`src/hw/rtl/tdsc_pkg.sv`:
```
`default_nettype none

package tdsc_pkg;

  // Register indexes on the configuration channel.
  localparam int CFG_IDX_W = 2;
  localparam logic [CFG_IDX_W-1:0] CFG_DEAD_ZONE     = 2'd0;
  localparam logic [CFG_IDX_W-1:0] CFG_SHALLOW_LIMIT = 2'd1;
  localparam logic [CFG_IDX_W-1:0] CFG_STEEP_LIMIT   = 2'd2;

  // Register widths, data width of the configuration channel and reset values.
  localparam int CFG_DATA_W = 10;
  localparam int DZ_W       = 7;
  localparam int LIM_W      = 10;
  localparam logic [DZ_W-1:0]  DZ_RESET      = 7'd2;
  localparam logic [LIM_W-1:0] SHALLOW_RESET = 10'd55;
  localparam logic [LIM_W-1:0] STEEP_RESET   = 10'd170;

  // Slope scale factor and the number of bits it adds to a product.
  localparam int SLOPE_SCALE   = 100;
  localparam int SLOPE_SCALE_W = 7;

  // Board LED numbers.
  localparam int LED_W = 4;
  localparam logic [LED_W-1:0] LED_NONE      = 4'd0;
  localparam logic [LED_W-1:0] LED_STEEP_L   = 4'd4;
  localparam logic [LED_W-1:0] LED_MID_L     = 4'd5;
  localparam logic [LED_W-1:0] LED_SHALLOW_L = 4'd6;
  localparam logic [LED_W-1:0] LED_NSHAL_L   = 4'd7;
  localparam logic [LED_W-1:0] LED_NMID_L    = 4'd8;
  localparam logic [LED_W-1:0] LED_NSTEEP_L  = 4'd9;
  localparam logic [LED_W-1:0] LED_STEEP_R   = 4'd10;
  localparam logic [LED_W-1:0] LED_MID_R     = 4'd11;
  localparam logic [LED_W-1:0] LED_SHALLOW_R = 4'd12;
  localparam logic [LED_W-1:0] LED_NSHAL_R   = 4'd13;
  localparam logic [LED_W-1:0] LED_NMID_R    = 4'd14;
  localparam logic [LED_W-1:0] LED_NSTEEP_R  = 4'd15;

endpackage

`default_nettype wire

```
`src/hw/rtl/tdsc_ifs.sv`:
```
`default_nettype none

// Sample channel into the classifier.
interface tdsc_in_if #(
  parameter int SAMPLE_BITS = 10
);
  logic                          valid;
  logic                          ready;
  logic                          cmd;
  logic signed [SAMPLE_BITS-1:0] x_sample;
  logic signed [SAMPLE_BITS-1:0] y_sample;

  modport source (output valid, output cmd, output x_sample, output y_sample, input ready);
  modport sink   (input valid, input cmd, input x_sample, input y_sample, output ready);
endinterface

// Result channel out of the classifier.
interface tdsc_out_if #(
  parameter int SAMPLE_BITS = 10
);
  logic                          valid;
  logic                          ready;
  logic                          led_valid;
  logic [tdsc_pkg::LED_W-1:0]    led_number;
  logic signed [SAMPLE_BITS:0]   x_delta;
  logic signed [SAMPLE_BITS:0]   y_delta;

  modport source (output valid, output led_valid, output led_number,
                  output x_delta, output y_delta, input ready);
  modport sink   (input valid, input led_valid, input led_number,
                  input x_delta, input y_delta, output ready);
endinterface

// Register write channel.
interface tdsc_cfg_if;
  logic                              valid;
  logic                              ready;
  logic [tdsc_pkg::CFG_IDX_W-1:0]    index;
  logic [tdsc_pkg::CFG_DATA_W-1:0]   data;

  modport source (output valid, output index, output data, input ready);
  modport sink   (input valid, input index, input data, output ready);
endinterface

`default_nettype wire

```
`src/hw/rtl/tdsc_divider.sv`:
```
`default_nettype none

// Unsigned restoring divider, one quotient bit per cycle.
module tdsc_divider #(
  parameter int NUM_W = 17,
  parameter int DEN_W = 10
) (
  input  wire logic             clk,
  input  wire logic             rst_n,
  input  wire logic             start,
  input  wire logic [NUM_W-1:0] dividend,
  input  wire logic [DEN_W-1:0] divisor,
  output logic                  done,
  output logic [NUM_W-1:0]      quotient
);

  localparam int CNT_W = $clog2(NUM_W);

  logic             busy_r, busy_nxt;
  logic             done_r, done_nxt;
  logic [CNT_W-1:0] cnt_r, cnt_nxt;
  logic [NUM_W-1:0] num_r, num_nxt;
  logic [DEN_W-1:0] rem_r, rem_nxt;
  logic [DEN_W-1:0] den_r, den_nxt;

  logic [DEN_W:0] rem_sh;
  logic [DEN_W:0] diff;
  logic           ge;

  // Trial subtraction of the divisor from the shifted partial remainder.
  assign rem_sh = {rem_r, num_r[NUM_W-1]};
  assign ge     = rem_sh >= {1'b0, den_r};
  assign diff   = rem_sh - {1'b0, den_r};

  // Next-state logic: load on start, then shift quotient bits into the dividend.
  always_comb begin
    busy_nxt = busy_r;
    done_nxt = 1'b0;
    cnt_nxt  = cnt_r;
    num_nxt  = num_r;
    rem_nxt  = rem_r;
    den_nxt  = den_r;
    if (start) begin
      busy_nxt = 1'b1;
      cnt_nxt  = '0;
      num_nxt  = dividend;
      rem_nxt  = '0;
      den_nxt  = divisor;
    end else if (busy_r) begin
      num_nxt = {num_r[NUM_W-2:0], ge};
      rem_nxt = ge ? diff[DEN_W-1:0] : rem_sh[DEN_W-1:0];
      cnt_nxt = cnt_r + CNT_W'(1);
      if (cnt_r == CNT_W'(NUM_W - 1)) begin
        busy_nxt = 1'b0;
        done_nxt = 1'b1;
      end
    end
  end

  always_ff @(posedge clk) begin
    if (!rst_n) begin
      busy_r <= 1'b0;
      done_r <= 1'b0;
      cnt_r  <= '0;
    end else begin
      busy_r <= busy_nxt;
      done_r <= done_nxt;
      cnt_r  <= cnt_nxt;
    end
    num_r <= num_nxt;
    rem_r <= rem_nxt;
    den_r <= den_nxt;
  end

  assign done     = done_r;
  assign quotient = num_r;

endmodule

`default_nettype wire

```
`src/hw/rtl/tdsc_sector.sv`:
```
`default_nettype none

// Maps a signed slope and the sign of dx onto one of the twelve LEDs.
module tdsc_sector #(
  parameter int SLOPE_W = 18
) (
  input  wire logic signed [SLOPE_W-1:0]       slope,
  input  wire logic                            dx_neg,
  input  wire logic [tdsc_pkg::LIM_W-1:0]      shallow_limit,
  input  wire logic [tdsc_pkg::LIM_W-1:0]      steep_limit,
  output logic [tdsc_pkg::LED_W-1:0]           led_number
);

  logic signed [SLOPE_W-1:0] s_lim;
  logic signed [SLOPE_W-1:0] t_lim;
  logic signed [SLOPE_W-1:0] s_neg;
  logic signed [SLOPE_W-1:0] t_neg;

  // Limits are unsigned; zero-extend them into the slope width.
  assign s_lim = $signed(SLOPE_W'(shallow_limit));
  assign t_lim = $signed(SLOPE_W'(steep_limit));
  assign s_neg = -s_lim;
  assign t_neg = -t_lim;

  // The sector tests are applied in priority order; the first match decides.
  always_comb begin
    if (slope > 0 && slope < s_lim) begin
      led_number = dx_neg ? tdsc_pkg::LED_SHALLOW_L : tdsc_pkg::LED_SHALLOW_R;
    end else if (slope >= s_lim && slope < t_lim) begin
      led_number = dx_neg ? tdsc_pkg::LED_MID_L : tdsc_pkg::LED_MID_R;
    end else if (slope >= t_lim) begin
      led_number = dx_neg ? tdsc_pkg::LED_STEEP_L : tdsc_pkg::LED_STEEP_R;
    end else if (slope <= 0 && slope > s_neg) begin
      led_number = dx_neg ? tdsc_pkg::LED_NSHAL_L : tdsc_pkg::LED_NSHAL_R;
    end else if (slope <= s_neg && slope > t_neg) begin
      led_number = dx_neg ? tdsc_pkg::LED_NMID_L : tdsc_pkg::LED_NMID_R;
    end else begin
      led_number = dx_neg ? tdsc_pkg::LED_NSTEEP_L : tdsc_pkg::LED_NSTEEP_R;
    end
  end

endmodule

`default_nettype wire

```
`src/hw/rtl/tilt_direction_sector_classifier_top.sv`:
```
// Measurement: after a transfer S_MEAS starts the one-bit-per-cycle divider, S_WAITS
// waits for it and S_OUT loads the result; a dead-zone item skips the divider.
// Calibration: samples are taken while idle; the sample that completes a group adds two
// divisions, x offset then y offset, before the next sample is taken.
// One item is in work at a time; a finished result waits in the output register.
// Synchronous active-low reset: offsets, sums and count go to zero, registers to defaults.
`default_nettype none

module tilt_direction_sector_classifier_top #(
  parameter int CAL_SAMPLES = 8,
  parameter int SAMPLE_BITS = 10
) (
  input  wire logic  clk,
  input  wire logic  rst_n,
  tdsc_in_if.sink    in_ch,
  tdsc_out_if.source out_ch,
  tdsc_cfg_if.sink   cfg_ch
);

  localparam int ADJ_W   = SAMPLE_BITS + 1;
  localparam int SUM_W   = SAMPLE_BITS + $clog2(CAL_SAMPLES);
  localparam int CNT_W   = $clog2(CAL_SAMPLES);
  localparam int DEN_W   = SAMPLE_BITS;
  localparam int NUM_W   = SAMPLE_BITS + tdsc_pkg::SLOPE_SCALE_W;
  localparam int SLOPE_W = NUM_W + 1;

  typedef enum logic [2:0] {
    S_IDLE,
    S_OFFX,
    S_WAITX,
    S_OFFY,
    S_WAITY,
    S_MEAS,
    S_WAITS,
    S_OUT
  } state_t;

  state_t state_r, state_nxt;

  logic [tdsc_pkg::DZ_W-1:0]  dz_r, dz_nxt;
  logic [tdsc_pkg::LIM_W-1:0] shallow_r, shallow_nxt;
  logic [tdsc_pkg::LIM_W-1:0] steep_r, steep_nxt;

  logic signed [SAMPLE_BITS-1:0] xoff_r, xoff_nxt;
  logic signed [SAMPLE_BITS-1:0] yoff_r, yoff_nxt;
  logic signed [SUM_W-1:0]       xsum_r, xsum_nxt;
  logic signed [SUM_W-1:0]       ysum_r, ysum_nxt;
  logic [CNT_W-1:0]              cal_cnt_r, cal_cnt_nxt;

  logic signed [ADJ_W-1:0] ax_r, ax_nxt;
  logic signed [ADJ_W-1:0] ay_r, ay_nxt;
  logic                    div_neg_r, div_neg_nxt;
  logic                    pend_valid_r, pend_valid_nxt;
  logic [tdsc_pkg::LED_W-1:0] pend_led_r, pend_led_nxt;

  logic                       out_valid_r, out_valid_nxt;
  logic                       out_led_valid_r, out_led_valid_nxt;
  logic [tdsc_pkg::LED_W-1:0] out_led_r, out_led_nxt;
  logic signed [ADJ_W-1:0]    out_ax_r, out_ax_nxt;
  logic signed [ADJ_W-1:0]    out_ay_r, out_ay_nxt;

  logic             div_start;
  logic [NUM_W-1:0] div_num;
  logic [DEN_W-1:0] div_den;
  logic             div_done;
  logic [NUM_W-1:0] div_q;

  logic                      in_xfer;
  logic                      cfg_xfer;
  logic signed [ADJ_W-1:0]   ax_abs;
  logic signed [ADJ_W-1:0]   ay_abs;
  logic [SAMPLE_BITS-1:0]    mx;
  logic [SAMPLE_BITS-1:0]    my;
  logic                      dead;
  logic signed [SUM_W:0]     xsum_ext;
  logic signed [SUM_W:0]     ysum_ext;
  logic signed [SUM_W:0]     xsum_abs;
  logic signed [SUM_W:0]     ysum_abs;
  logic [NUM_W-1:0]          q_signed;
  logic signed [SLOPE_W-1:0] slope;
  logic [tdsc_pkg::LED_W-1:0] sector_led;

  assign in_xfer  = in_ch.valid && in_ch.ready;
  assign cfg_xfer = cfg_ch.valid && cfg_ch.ready;

  // Magnitudes for the dead-zone test and the slope division; zero dx counts as 1.
  assign ax_abs = ax_r[ADJ_W-1] ? -ax_r : ax_r;
  assign ay_abs = ay_r[ADJ_W-1] ? -ay_r : ay_r;
  assign mx     = (ax_r == '0) ? SAMPLE_BITS'(1) : ax_abs[SAMPLE_BITS-1:0];
  assign my     = ay_abs[SAMPLE_BITS-1:0];
  assign dead   = (mx < SAMPLE_BITS'(dz_r)) && (my < SAMPLE_BITS'(dz_r));

  // Sum magnitudes, widened by one bit so the most negative sum negates cleanly.
  assign xsum_ext = (SUM_W + 1)'(xsum_r);
  assign ysum_ext = (SUM_W + 1)'(ysum_r);
  assign xsum_abs = xsum_r[SUM_W-1] ? -xsum_ext : xsum_ext;
  assign ysum_abs = ysum_r[SUM_W-1] ? -ysum_ext : ysum_ext;

  // Quotient with its sign restored: truncation toward zero.
  assign q_signed = div_neg_r ? -div_q : div_q;
  assign slope    = div_neg_r ? -$signed({1'b0, div_q}) : $signed({1'b0, div_q});

  tdsc_divider #(
    .NUM_W (NUM_W),
    .DEN_W (DEN_W)
  ) u_div (
    .clk      (clk),
    .rst_n    (rst_n),
    .start    (div_start),
    .dividend (div_num),
    .divisor  (div_den),
    .done     (div_done),
    .quotient (div_q)
  );

  tdsc_sector #(
    .SLOPE_W (SLOPE_W)
  ) u_sector (
    .slope         (slope),
    .dx_neg        (ax_r[ADJ_W-1]),
    .shallow_limit (shallow_r),
    .steep_limit   (steep_r),
    .led_number    (sector_led)
  );

  // Sequencer: accumulate, divide for offsets, or classify one measurement.
  always_comb begin
    state_nxt         = state_r;
    dz_nxt            = dz_r;
    shallow_nxt       = shallow_r;
    steep_nxt         = steep_r;
    xoff_nxt          = xoff_r;
    yoff_nxt          = yoff_r;
    xsum_nxt          = xsum_r;
    ysum_nxt          = ysum_r;
    cal_cnt_nxt       = cal_cnt_r;
    ax_nxt            = ax_r;
    ay_nxt            = ay_r;
    div_neg_nxt       = div_neg_r;
    pend_valid_nxt    = pend_valid_r;
    pend_led_nxt      = pend_led_r;
    out_valid_nxt     = out_valid_r;
    out_led_valid_nxt = out_led_valid_r;
    out_led_nxt       = out_led_r;
    out_ax_nxt        = out_ax_r;
    out_ay_nxt        = out_ay_r;
    div_start         = 1'b0;
    div_num           = NUM_W'(xsum_abs);
    div_den           = DEN_W'(CAL_SAMPLES);

    // Register writes.
    if (cfg_xfer) begin
      unique case (cfg_ch.index)
        tdsc_pkg::CFG_DEAD_ZONE:     dz_nxt      = cfg_ch.data[tdsc_pkg::DZ_W-1:0];
        tdsc_pkg::CFG_SHALLOW_LIMIT: shallow_nxt = cfg_ch.data[tdsc_pkg::LIM_W-1:0];
        tdsc_pkg::CFG_STEEP_LIMIT:   steep_nxt   = cfg_ch.data[tdsc_pkg::LIM_W-1:0];
        default: ;
      endcase
    end

    // The output register empties on a transfer.
    if (out_valid_r && out_ch.ready) begin
      out_valid_nxt = 1'b0;
    end

    unique case (state_r)
      S_IDLE: begin
        if (in_xfer) begin
          if (in_ch.cmd) begin
            ax_nxt    = ADJ_W'($signed(in_ch.x_sample)) - ADJ_W'(xoff_r);
            ay_nxt    = ADJ_W'($signed(in_ch.y_sample)) - ADJ_W'(yoff_r);
            state_nxt = S_MEAS;
          end else begin
            xsum_nxt = xsum_r + SUM_W'($signed(in_ch.x_sample));
            ysum_nxt = ysum_r + SUM_W'($signed(in_ch.y_sample));
            if (cal_cnt_r == CNT_W'(CAL_SAMPLES - 1)) begin
              cal_cnt_nxt = '0;
              state_nxt   = S_OFFX;
            end else begin
              cal_cnt_nxt = cal_cnt_r + CNT_W'(1);
            end
          end
        end
      end
      S_OFFX: begin
        div_start   = 1'b1;
        div_num     = NUM_W'(xsum_abs);
        div_neg_nxt = xsum_r[SUM_W-1];
        state_nxt   = S_WAITX;
      end
      S_WAITX: begin
        if (div_done) begin
          xoff_nxt  = $signed(q_signed[SAMPLE_BITS-1:0]);
          state_nxt = S_OFFY;
        end
      end
      S_OFFY: begin
        div_start   = 1'b1;
        div_num     = NUM_W'(ysum_abs);
        div_neg_nxt = ysum_r[SUM_W-1];
        state_nxt   = S_WAITY;
      end
      S_WAITY: begin
        if (div_done) begin
          yoff_nxt  = $signed(q_signed[SAMPLE_BITS-1:0]);
          xsum_nxt  = '0;
          ysum_nxt  = '0;
          state_nxt = S_IDLE;
        end
      end
      S_MEAS: begin
        if (dead) begin
          pend_valid_nxt = 1'b0;
          pend_led_nxt   = tdsc_pkg::LED_NONE;
          state_nxt      = S_OUT;
        end else begin
          div_start   = 1'b1;
          div_num     = NUM_W'(my) * NUM_W'(tdsc_pkg::SLOPE_SCALE);
          div_den     = mx;
          div_neg_nxt = ax_r[ADJ_W-1] ^ ay_r[ADJ_W-1];
          state_nxt   = S_WAITS;
        end
      end
      S_WAITS: begin
        if (div_done) begin
          pend_valid_nxt = 1'b1;
          pend_led_nxt   = sector_led;
          state_nxt      = S_OUT;
        end
      end
      S_OUT: begin
        if (!out_valid_r || out_ch.ready) begin
          out_valid_nxt     = 1'b1;
          out_led_valid_nxt = pend_valid_r;
          out_led_nxt       = pend_led_r;
          out_ax_nxt        = ax_r;
          out_ay_nxt        = ay_r;
          state_nxt         = S_IDLE;
        end
      end
      default: state_nxt = S_IDLE;
    endcase
  end

  // State and registered outputs.
  always_ff @(posedge clk) begin
    if (!rst_n) begin
      state_r     <= S_IDLE;
      dz_r        <= tdsc_pkg::DZ_RESET;
      shallow_r   <= tdsc_pkg::SHALLOW_RESET;
      steep_r     <= tdsc_pkg::STEEP_RESET;
      xoff_r      <= '0;
      yoff_r      <= '0;
      xsum_r      <= '0;
      ysum_r      <= '0;
      cal_cnt_r   <= '0;
      out_valid_r <= 1'b0;
    end else begin
      state_r     <= state_nxt;
      dz_r        <= dz_nxt;
      shallow_r   <= shallow_nxt;
      steep_r     <= steep_nxt;
      xoff_r      <= xoff_nxt;
      yoff_r      <= yoff_nxt;
      xsum_r      <= xsum_nxt;
      ysum_r      <= ysum_nxt;
      cal_cnt_r   <= cal_cnt_nxt;
      out_valid_r <= out_valid_nxt;
    end
    ax_r            <= ax_nxt;
    ay_r            <= ay_nxt;
    div_neg_r       <= div_neg_nxt;
    pend_valid_r    <= pend_valid_nxt;
    pend_led_r      <= pend_led_nxt;
    out_led_valid_r <= out_led_valid_nxt;
    out_led_r       <= out_led_nxt;
    out_ax_r        <= out_ax_nxt;
    out_ay_r        <= out_ay_nxt;
  end

  // Port drive.
  assign in_ch.ready       = (state_r == S_IDLE);
  assign cfg_ch.ready      = 1'b1;
  assign out_ch.valid      = out_valid_r;
  assign out_ch.led_valid  = out_led_valid_r;
  assign out_ch.led_number = out_led_r;
  assign out_ch.x_delta    = out_ax_r;
  assign out_ch.y_delta    = out_ay_r;

  // A lit result always names a board LED.
  a_led_range: assert property (@(posedge clk) disable iff (!rst_n)
    out_valid_r && out_led_valid_r |-> out_led_r >= tdsc_pkg::LED_STEEP_L)
    else $error("lit result with LED number below range");

  // A dead-zone result carries LED number zero.
  a_dead_led: assert property (@(posedge clk) disable iff (!rst_n)
    out_valid_r && !out_led_valid_r |-> out_led_r == tdsc_pkg::LED_NONE)
    else $error("dead-zone result with nonzero LED number");

  // The divider finishes only while the sequencer waits for it.
  a_div_done: assert property (@(posedge clk) disable iff (!rst_n)
    div_done |-> (state_r == S_WAITX || state_r == S_WAITY || state_r == S_WAITS))
    else $error("divider finished outside a wait state");

  // A measurement transfer blocks the input for the following cycle.
  a_meas_busy: assert property (@(posedge clk) disable iff (!rst_n)
    in_xfer && in_ch.cmd |=> !in_ch.ready)
    else $error("input ready right after a measurement transfer");

  // The calibration count wraps before reaching the group size.
  a_cal_cnt: assert property (@(posedge clk) disable iff (!rst_n)
    cal_cnt_r <= CNT_W'(CAL_SAMPLES - 1))
    else $error("calibration count out of range");

endmodule

`default_nettype wire
```
`src/flat_wrapper.sv`:
```
// flat-port wrapper written by rule: the top's interface ports become plain ports
module tilt_direction_sector_classifier_top_flat 
#(
  parameter int CAL_SAMPLES = 8,
  parameter int SAMPLE_BITS = 10
)
  (clk, rst_n, in_ch_valid, in_ch_cmd, in_ch_x_sample, in_ch_y_sample, in_ch_ready, out_ch_valid, out_ch_led_valid, out_ch_led_number, out_ch_x_delta, out_ch_y_delta, out_ch_ready, cfg_ch_valid, cfg_ch_index, cfg_ch_data, cfg_ch_ready);
  tdsc_in_if #(.SAMPLE_BITS(SAMPLE_BITS)) in_ch_i ();
  tdsc_out_if #(.SAMPLE_BITS(SAMPLE_BITS)) out_ch_i ();
  tdsc_cfg_if cfg_ch_i ();
  input  wire logic clk;
  input  wire logic rst_n;
  input wire logic [$bits(in_ch_i.valid)-1:0] in_ch_valid;
  input wire logic [$bits(in_ch_i.cmd)-1:0] in_ch_cmd;
  input wire logic [$bits(in_ch_i.x_sample)-1:0] in_ch_x_sample;
  input wire logic [$bits(in_ch_i.y_sample)-1:0] in_ch_y_sample;
  output wire logic [$bits(in_ch_i.ready)-1:0] in_ch_ready;
  output wire logic [$bits(out_ch_i.valid)-1:0] out_ch_valid;
  output wire logic [$bits(out_ch_i.led_valid)-1:0] out_ch_led_valid;
  output wire logic [$bits(out_ch_i.led_number)-1:0] out_ch_led_number;
  output wire logic [$bits(out_ch_i.x_delta)-1:0] out_ch_x_delta;
  output wire logic [$bits(out_ch_i.y_delta)-1:0] out_ch_y_delta;
  input wire logic [$bits(out_ch_i.ready)-1:0] out_ch_ready;
  input wire logic [$bits(cfg_ch_i.valid)-1:0] cfg_ch_valid;
  input wire logic [$bits(cfg_ch_i.index)-1:0] cfg_ch_index;
  input wire logic [$bits(cfg_ch_i.data)-1:0] cfg_ch_data;
  output wire logic [$bits(cfg_ch_i.ready)-1:0] cfg_ch_ready;
  assign in_ch_i.valid = in_ch_valid;
  assign in_ch_i.cmd = in_ch_cmd;
  assign in_ch_i.x_sample = in_ch_x_sample;
  assign in_ch_i.y_sample = in_ch_y_sample;
  assign in_ch_ready = in_ch_i.ready;
  assign out_ch_valid = out_ch_i.valid;
  assign out_ch_led_valid = out_ch_i.led_valid;
  assign out_ch_led_number = out_ch_i.led_number;
  assign out_ch_x_delta = out_ch_i.x_delta;
  assign out_ch_y_delta = out_ch_i.y_delta;
  assign out_ch_i.ready = out_ch_ready;
  assign cfg_ch_i.valid = cfg_ch_valid;
  assign cfg_ch_i.index = cfg_ch_index;
  assign cfg_ch_i.data = cfg_ch_data;
  assign cfg_ch_ready = cfg_ch_i.ready;
  tilt_direction_sector_classifier_top #(.CAL_SAMPLES(CAL_SAMPLES), .SAMPLE_BITS(SAMPLE_BITS)) u_core (.clk(clk), .rst_n(rst_n), .in_ch(in_ch_i), .out_ch(out_ch_i), .cfg_ch(cfg_ch_i));
endmodule
```
`config.mk`:
```
export PLATFORM = sky130hd
export DESIGN_NAME = tilt_direction_sector_classifier_top_flat
export DESIGN_NICKNAME = d
export VERILOG_FILES = /design/src/hw/rtl/tdsc_pkg.sv /design/src/hw/rtl/tdsc_ifs.sv /design/src/hw/rtl/tdsc_divider.sv /design/src/hw/rtl/tdsc_sector.sv /design/src/hw/rtl/tilt_direction_sector_classifier_top.sv /design/src/flat_wrapper.sv
export SDC_FILE = /design/constraint.sdc
export NUM_CORES = 1
export LEC_CHECK = 0
export CAP_MARGIN = 25
export CORE_MARGIN = 8
export CORE_UTILIZATION = 36
export CTS_BUF_LIST = sky130_fd_sc_hd__clkbuf_4
export DETAILED_ROUTE_END_ITERATION = 8
export DONT_BUFFER_PORTS = 1
export GPL_ROUTABILITY_DRIVEN = 0
export GPL_TIMING_DRIVEN = 0
export PLACE_DENSITY_LB_ADDON = 0.12
export SYNTH_ARGS = -nofsm -noshare
export SYNTH_HDL_FRONTEND = slang
export SYNTH_SLANG_ARGS = --single-unit
```
`constraint.sdc`:
```
create_clock -name clk -period 5 [get_ports clk]
set_clock_uncertainty 0.15 [all_clocks]
set_input_delay 0 -clock clk [delete_from_list [all_inputs] [get_ports clk]]
set_output_delay 0 -clock clk [all_outputs]
set_load 0.005 [all_outputs]
```
==> results of run 1 <==
-- per-stage QoR --
| stage | power (mW) | util (%) | hold WS, ns | area (um^2) |
|---|---|---|---|---|
| 2_1_floorplan | 5.10 | - | -0.0114 | 13800 |
| 3_3_place_gp | 6.26 | 38.3 | -0.00683 | 14400 |
| 3_5_place_dp | 6.33 | 38.4 | -0.00350 | 14500 |
| 4_1_cts | 7.37 | 41.6 | 0.000146 | 15700 |
| 5_1_grt | 8.11 | 41.9 | 0.0214 | 15800 |
| 6_report | 7.43 | 41.9 | 0.0357 | 15800 |
-- critical path, cell delays in order (launching register included) --
cell	delay [ns]
edfxtp_1	0.46
buf_4	0.19
or4_4	0.55
or3_1	0.33
buf_6	0.15
nand2_1	0.14
xor2_4	0.26
inv_1	0.19
ha_1	0.34
and4_1	0.22
a221oi_1	0.38
nor3_1	0.11
o31ai_2	0.35
a21oi_1	0.08
nand2_1	0.10
ha_1	0.14
inv_1	0.04
o311a_1	0.34
-- worst min-delay path by stage --
| stage | to | slack (ns) | from | depth (start not counted) |
|---|---|---|---|---|
| after floorplan | u_core.dz_r[1]$_SDFFE_PN1P_ | -0.01 | cfg_ch_data[1] | 2 |
| after global placement | u_core.shallow_r[1]$_SDFFE_PN1P_ | -0.007 | cfg_ch_data[1] | 2 |
| after detailed placement | u_core.steep_r[3]$_SDFFE_PN1P_ | -0.004 | cfg_ch_data[3] | 2 |
| after CTS | u_core.dz_r[6]$_SDFFE_PN0P_ | 0.0001 | cfg_ch_data[6] | 3 |
| after global routing | u_core.shallow_r[0]$_SDFFE_PN1P_ | 0.02 | cfg_ch_data[0] | 3 |
| final | u_core.dz_r[2]$_SDFFE_PN0P_ | 0.04 | cfg_ch_data[2] | 3 |
-- flip-flops by register name, indices dropped and copies added (netlist names), 7 cells and up --
name / flops
u_core.ax_r: 11
u_core.ay_r: 11
u_core.dz_r: 7
u_core.out_ch.x_delta: 11
u_core.out_ch.y_delta: 11
u_core.shallow_r: 10
u_core.steep_r: 10
u_core.u_div.den_r: 10
u_core.u_div.quotient: 17
u_core.u_div.rem_r: 10
u_core.xoff_r: 10
u_core.xsum_r: 13
u_core.yoff_r: 10
u_core.ysum_r: 13
-- logic make-up after synthesis --
logic type	synth area share [%]
adders and majority gates	16.7
AOI/OAI and AO/OA	18.0
xor gates and xnor gates	7.04
muxes	1.23
and+or+nand+nor	19.4
other	0.0272
buffers and inverters	5.73
DFF	31.9
-- synth_stat cells (12+ instances only) --
| cell type | count |
|---|---|
| a21boi_0 | 36 |
| inv_1 | 142 |
| nor4_1 | 20 |
| xnor2_1 | 66 |
| nor2_1 | 106 |
| nand2_1 | 161 |
| dfxtp_1 | 97 |
| o21ai_0 | 78 |
| a21oi_1 | 68 |
| ha_1 | 168 |
| a21o_1 | 18 |
| o21a_1 | 14 |
| o211ai_1 | 30 |
| mux2i_1 | 17 |
| o211a_1 | 16 |
| a31oi_1 | 21 |
| nor3_1 | 30 |
| xor2_1 | 45 |
| or3_1 | 15 |
| or2_2 | 12 |
| edfxtp_1 | 82 |
| nand4_1 | 20 |
| nand3_1 | 46 |
| nor2b_1 | 36 |
| nand2b_1 | 26 |
| clkbuf_1 | 58 |
| o31ai_1 | 20 |
| and2_1 | 14 |
-- per-layer routing --
layer / track usage, % / up-vias
met1: 24.8 / 5667
li1: - / 5939
met5: 0 / -
met2: 30.7 / 264
met4: 8.60 / 0
met3: 3.02 / 66
-- power groups by stage --
stage	sequential (mW)	clock, mW	combinational, mW
after global placement	2.17	0	4.09
after CTS	2.13	0.950	4.28
final	2.15	0.924	4.36
after floorplan	2.05	0	3.05
after detailed placement	2.17	0	4.16
after global routing	2.18	0.998	4.93
-- cell usage in the layout (no fill, tap or decap), types with 6 or more instances in the layout --
master         instances
o211a_1               16
dfxtp_1               97
o21a_1                14
and2_1                14
o211ai_1              30
nand2_1              161
o31ai_1               19
inv_1                142
o2111ai_1              6
o21ai_0               77
nor2b_1               36
buf_4                  7
mux2i_1               17
nand3b_1              10
a31oi_1               21
nand2b_1              25
nor3_1                30
ha_1                 168
nand3_1               46
a21o_1                18
and3_1                10
xor2_1                41
nor2_1               105
clkbuf_1              56
clkbuf_4              17
or2_2                 12
a211oi_1               8
or3_1                 15
nand4_1               20
nor4_1                20
dlygate4sd3_1         86
xnor2_1               65
a21boi_0              36
fa_1                  10
edfxtp_1              82
a21oi_1               68
-- final cells by class --
class	count	area [um^2]
Fill cell	3793	21900
Multi-Input combinational cell	1208	8710
Inverter	143	539
Buffer	63	251
Clock buffer	17	128
Antenna cell	2	5.00
Clock inverter	15	180
Sequential cell	179	4400
Timing Repair Buffer	95	951
Tap cell	511	639
-- timing repair --
| action | 4_1_cts | 5_1_grt |
|---|---|---|
| setup endpoints to repair | 20 | 24 |
| buffers inserted | 1 | 3 |
| hold endpoints to repair | 116 | 0 |
| hold buffers | 86 | 0 |
| gates resized for setup | 4 | 14 |
| pin swaps | 0 | 3 |
==> qor.csv, run 1 <==
stage,metric,value,unit
run_status,outcome,finished clean,
clocking,clock latency on the worst-skew pair,0.66,ns
critical_path,maximum fanout along the worst path,7,
floorplanning,area of the core,37800,um^2
synthesis,total of warnings raised by yosys,0,
sta,worst max-slew margin expressed relative to the limit,36.3,%
sta,count of endpoints failing hold in the final timing report,0,
grt,number of antenna violations at the first check in global routing,2,
cells_and_area,area growth from synthesis to layout,14.6,%
critical_path,critical register-to-register path endpoint,u_core.pend_led_r[2]$_SDFFCE_PN0P_,
drt,Vias,11936,
critical_path,start-to-end type of the worst setup path,reg -> reg,
grt,via count of the first global-routing pass,11531,
synthesis,post-synthesis net count,1810,
clocking,clock transition time at the flip-flop clock pins of the worst setup and hold paths,0.17,ns
placed_design,worst slack at placement,-0.385,ns
synthesis,"FF+latch count, synth",179,
critical_path,WP data required,5.26,ns
synthesis,share of flip-flops with an asynchronous set or reset,0,%
clocking,H-tree lvl count,4,
critical_path,worst r2r src,u_core.u_div.quotient[0]$_DFFE_PP_,
clocking,number of buffers created by CTS,17,
drt,number of detailed-routing iterations run before antenna repair,8,
pwr,cell leakage power,6.49,nW
synthesis,post-synthesis instance total,1594,
sta,Max Freq,0.210,GHz
synthesis,cell types occupying the most area after synthesis,"edfxtp_1, ha_1, dfxtp_1, nand2_1, xnor2_1",
drt,per-cell routed wire length,19.1,um
sta,fin. max-slew vios,0,
drt,Routed met2 length,19300,um
placed_design,DP HPWL,33500,um
drt,Detail Route Antenna Nets,0,
synthesis,main flop type after synthesis,dfxtp_1,
drt,Max Used Layer,met4,
placed_design,port bufs,0,
critical_path,depth of the worst register-to-register path,17,
pwr,worst voltage drop across the vdd grid,0.185,mV
floorplanning,effective utilization at floorplan,36.6,%
placed_design,number of placed cells counting well taps,2109,
sta,final-report setup violation count,0,
synthesis,total standard cell area after synthesis,13800,um^2
floorplanning,FP Rows,71,
critical_path,crit path launch,u_core.u_div.quotient[0]$_DFFE_PP_,
sta,post-layout worst setup margin,0.236,ns
floorplanning,horizontal die dimension,212,um
synthesis,synth unique cells,77,
pwr,Net Sw Frac,47.1,%
job,Max Cap Violations,0,
pwr,Power Internal,3.93,mW
clocking,Clock Root Buffer,clkbuf_4,
critical_path,arrival time at the worst endpoint,5.03,ns
synthesis,Post-synth EDFFs,82,
pwr,clock share of power,12.4,%
min_path,type of the most critical hold path,in -> reg,
floorplanning,# IOs,68,
pwr,power dissipated by switching net loads,3.50,mW
sta,period utilization,95.3,%
synthesis,portion of synthesized cell area occupied by the leading cell type,17.8,%
clocking,number of buffers between clock root and the deepest sink,2,
drt,detailed-route vias per instance,5.35,
drt,post-detailed-route DRC marker count,0,
critical_path,Worst setup SP type,flip-flop,
grt,wire length of the first global-routing pass,65900,um
pwr,sequential group share of total power,28.9,%
drt,length of routed wiring on met1,19700,um
critical_path,flop2flop setup slack,0.24,ns
cells_and_area,fraction of final layout cells sized beyond drive strength 1,4.71,%
drt,final routed wirelength across all metal layers,42600,um
clocking,clock tree sinks,179,
floorplanning,Total Die Area,44900,um^2
pwr,Logic pwr share,58.7,%
sta,setup TNS,0,ns
drt,initial detailed-routing violation count,773,
floorplanning,Die Span Y,212,um
critical_path,crit path capture,u_core.pend_led_r[2]$_SDFFCE_PN0P_,
sta,fin crit period,4.76,ns
grt,pin count of the biggest net entering global routing,28,
pwr,power density of the placed cells,470,nW/um^2
grt,global route total overflow,0,
grt,GRT Resource Usage Total,19.0,%
cells_and_area,Layout Nets,1923,
synthesis,leading area contributor after synthesis,edfxtp_1,
critical_path,capturing element type of the critical path,flip-flop,
clocking,clock tree from TritonCTS,built,
sta,transition time of the tightest slew-check pin,0.946,ns
synthesis,fraction of the yosys area taken by sequential cells,31.9,%
cells_and_area,Non-Filler Instances,2233,
synthesis,Post-Syn Area per Cell,8.66,um^2
drt,met3 layer wire length in the routed design,1960,um
(Power assumes the default switching activity.)
==> inputs of run 2 (changes only) <==
Settings changed: ABC_AREA from default to 1, CTS_CLUSTER_DIAMETER from default to 60, GPL_TIMING_DRIVEN 0 to 1.
==> run 2 against run 1 <==
Effect of this change:
- critical path depth fell by 3
- non-clock buffer count fell by 27
- largest cell class unchanged
- critical endpoint is now u_core.ysum_r[12]$_SDFFE_PN0P_
- final cell count is 9.4% higher
- core utilization decreased by 0.43 points
==> qor.csv, run 2 <==
stage,metric,value,unit
run_status,outcome,finished clean,
synthesis,post-synthesis net count,2016,
clocking,clock tree sinks,179,
clocking,clock transition time at the flip-flop clock pins of the worst setup and hold paths,0.18,ns
floorplanning,horizontal die dimension,212,um
clocking,Clock Root Buffer,clkbuf_4,
cells_and_area,"most common cell after layout, fill and taps aside",nand2_1,
synthesis,Post-synth EDFFs,82,
drt,final routed wirelength across all metal layers,42200,um
job,Max Cap Violations,0,
floorplanning,effective utilization at floorplan,36.1,%
sta,period utilization,90.0,%
critical_path,CP dominant cell by count,dlygate4sd3_1,
synthesis,cell types occupying the most area after synthesis,"edfxtp_1, ha_1, dfxtp_1, nand2_1, inv_1",
clocking,number of buffers created by CTS,17,
drt,detailed-route vias per instance,5.00,
critical_path,cell with the biggest individual delay on the critical path,dlygate4sd3_1,
sta,RSZ-0062 raised after global routing,no,
clocking,clock latency on the worst-skew pair,0.76,ns
drt,number of detailed-routing iterations run before antenna repair,5,
pwr,power density of the placed cells,467,nW/um^2
synthesis,total standard cell area after synthesis,13800,um^2
floorplanning,FP Rows,72,
grt,number of antenna violations at the first check in global routing,2,
clocking,number of resized instances in the post-cts repair step,0,
drt,per-cell routed wire length,17.3,um
floorplanning,# IOs,68,
critical_path,Critical Path Max Stage Delay,0.60,ns
cells_and_area,Layout Nets,2123,
grt,pin count of the biggest net entering global routing,43,
drt,post-detailed-route DRC marker count,0,
synthesis,synth cell count leaders,"nand2_1, inv_1, a21oi_1",
synthesis,portion of synthesized cell area occupied by the leading cell type,17.8,%
synthesis,"FF+latch count, synth",179,
synthesis,most repeated cell in the gate-level netlist after synthesis,nand2_1,
pwr,worst voltage drop across the vdd grid,0.261,mV
cells_and_area,Post-Layout Inst Area,15900,um^2
sta,final-report setup violation count,0,
critical_path,start-to-end type of the worst setup path,reg -> reg,
floorplanning,Total Die Area,44900,um^2
critical_path,CP Cell Sequence,ha_1 > nand2_1 > o21ai_0 > dlygate4sd3_1 > a21oi_1 > dlygate4sd3_1 > o21ai_0 > a21oi_1 > o21bai_1 > nand2_1 > dlygate4sd3_1 > nand2_1 > dlygate4sd3_1 > a21oi_1,
clocking,H-tree lvl count,4,
synthesis,share of flip-flops with an asynchronous set or reset,0,%
sta,transition time of the tightest slew-check pin,0.867,ns
grt,wire length of the first global-routing pass,66600,um
synthesis,leading area contributor after synthesis,edfxtp_1,
floorplanning,area of the core,38300,um^2
placed_design,Area after DPL,14400,um^2
grt,GRT Resource Usage Total,19.3,%
cells_and_area,max reg flops,17,
synthesis,total of warnings raised by yosys,0,
critical_path,maximum fanout along the worst path,6,
critical_path,arrival time at the worst endpoint,4.98,ns
grt,via count of the first global-routing pass,12075,
sta,count of endpoints failing hold in the final timing report,0,
min_path,type of the most critical hold path,in -> reg,
sta,worst max-slew margin expressed relative to the limit,42.2,%
pwr,cell leakage power,7.07,nW
placed_design,port bufs,0,
drt,Detail Route Antenna Nets,0,
critical_path,WP data required,5.47,ns
drt,initial detailed-routing violation count,739,
placed_design,DP HPWL,32200,um
floorplanning,Die Span Y,212,um
sta,setup TNS,0,ns
cells_and_area,fraction of final layout cells sized beyond drive strength 1,6.04,%
critical_path,capturing element type of the critical path,flip-flop,
grt,global route total overflow,0,
sta,fin crit period,4.50,ns
clocking,number of buffers between clock root and the deepest sink,2,
critical_path,Worst setup SP type,flip-flop,
synthesis,Post-Syn Area per Cell,7.68,um^2
pwr,overall power after layout,7.41,mW
critical_path,worst path bufs/invs,4,
critical_path,"Largest delay share family, worst path",buffers and inverters,
cells_and_area,"commonest cells after routing, fill and taps aside","nand2_1, inv_1, a21oi_1",
synthesis,fraction of the yosys area taken by sequential cells,31.8,%
sta,fin. max-slew vios,0,
drt,Vias,12226,
cells_and_area,area growth from synthesis to layout,14.7,%
synthesis,main flop type after synthesis,dfxtp_1,
clocking,clock tree from TritonCTS,built,
synthesis,post-synthesis instance total,1800,
sta,Max Freq,0.222,GHz
synthesis,synth unique cells,60,
-- run 2: timing repair --
item,in CTS,in global routing
endpoints found under the hold margin,158,0
buffers inserted,0,0
hold buffers,111,0
-- run 2: path summary, 6_finish.rpt --
kind                                                    startpoint  slack (ns)                                    end  cells past startpoint
worst max-delay path                 u_core.ysum_r[7]$_SDFFE_PN0P_        0.50         u_core.ysum_r[12]$_SDFFE_PN0P_                     14
worst min-delay path                             in_ch_x_sample[2]        0.11               u_core.ax_r[2]$_DFFE_PP_                      3
worst max register to register       u_core.ysum_r[7]$_SDFFE_PN0P_        0.50         u_core.ysum_r[12]$_SDFFE_PN0P_                     14
worst min register to register  u_core.pend_led_r[3]$_SDFFCE_PN0P_        0.29  u_core.out_ch.led_number[3]$_DFFE_PP_                      0
-- run 2: logic make-up (layout without fill, tap and decap cells) --
group	after synthesis	after routing	share of synthesized area [%]
and+or+nand+nor	674	674	22.0
AOI/OAI and AO/OA	373	373	15.2
buffers and inverters	309	429	8.73
DFF	179	179	31.8
adders and majority gates	178	178	16.6
xor gates and xnor gates	86	86	5.61
other	1	6	0.0271
-- run 2: tightest hold or removal path, delay by kind of cell --
family	cells	cell delay, ns
xor+xnor	1	0.13
buf+inv	1	0.58
fa+ha+maj	1	0.22
-- run 2: final cells by class --
cell class	count	area, um^2
fill	3905	22400
multi-input combinational	1312	8230
sequential	179	4400
timing repair buffer	131	1290
inverter	266	998
tap	518	648
clock inverter	15	163
clock buffer	17	128
antenna	5	12.5
-- run 2: power breakdown --
part | total, mW | switching [mW] | internal [mW]
Combinational | 4.35 | 2.79 | 1.56
Sequential | 2.15 | 0.286 | 1.86
Clock | 0.911 | 0.640 | 0.271
Total | 7.41 | 3.71 | 3.69
-- run 2: metrics by stage --
step	worst slack (ns)	hold WS [ns]	util (%)	cells
floorplan	1.02	-0.0196	-	1800
CTS	0.573	0.00711	41.4	2438
global route	0.246	0.0880	41.4	2440
global placement	0.644	-0.0440	37.7	2294
detailed placement	0.660	-0.0401	37.7	2295
finish	0.498	0.115	41.4	2443
-- run 2: per-layer routing --
layer  track usage [%]  wire length, um  vias up  share of wire (%)
li1                  -                -     6234                  -
met1              24.9            19800     5689                 47
met2              31.8            19400      250                 46
met3              4.02             1950       53                4.6
met4              6.49              946        0                2.2
met5                 0                0        -                  0
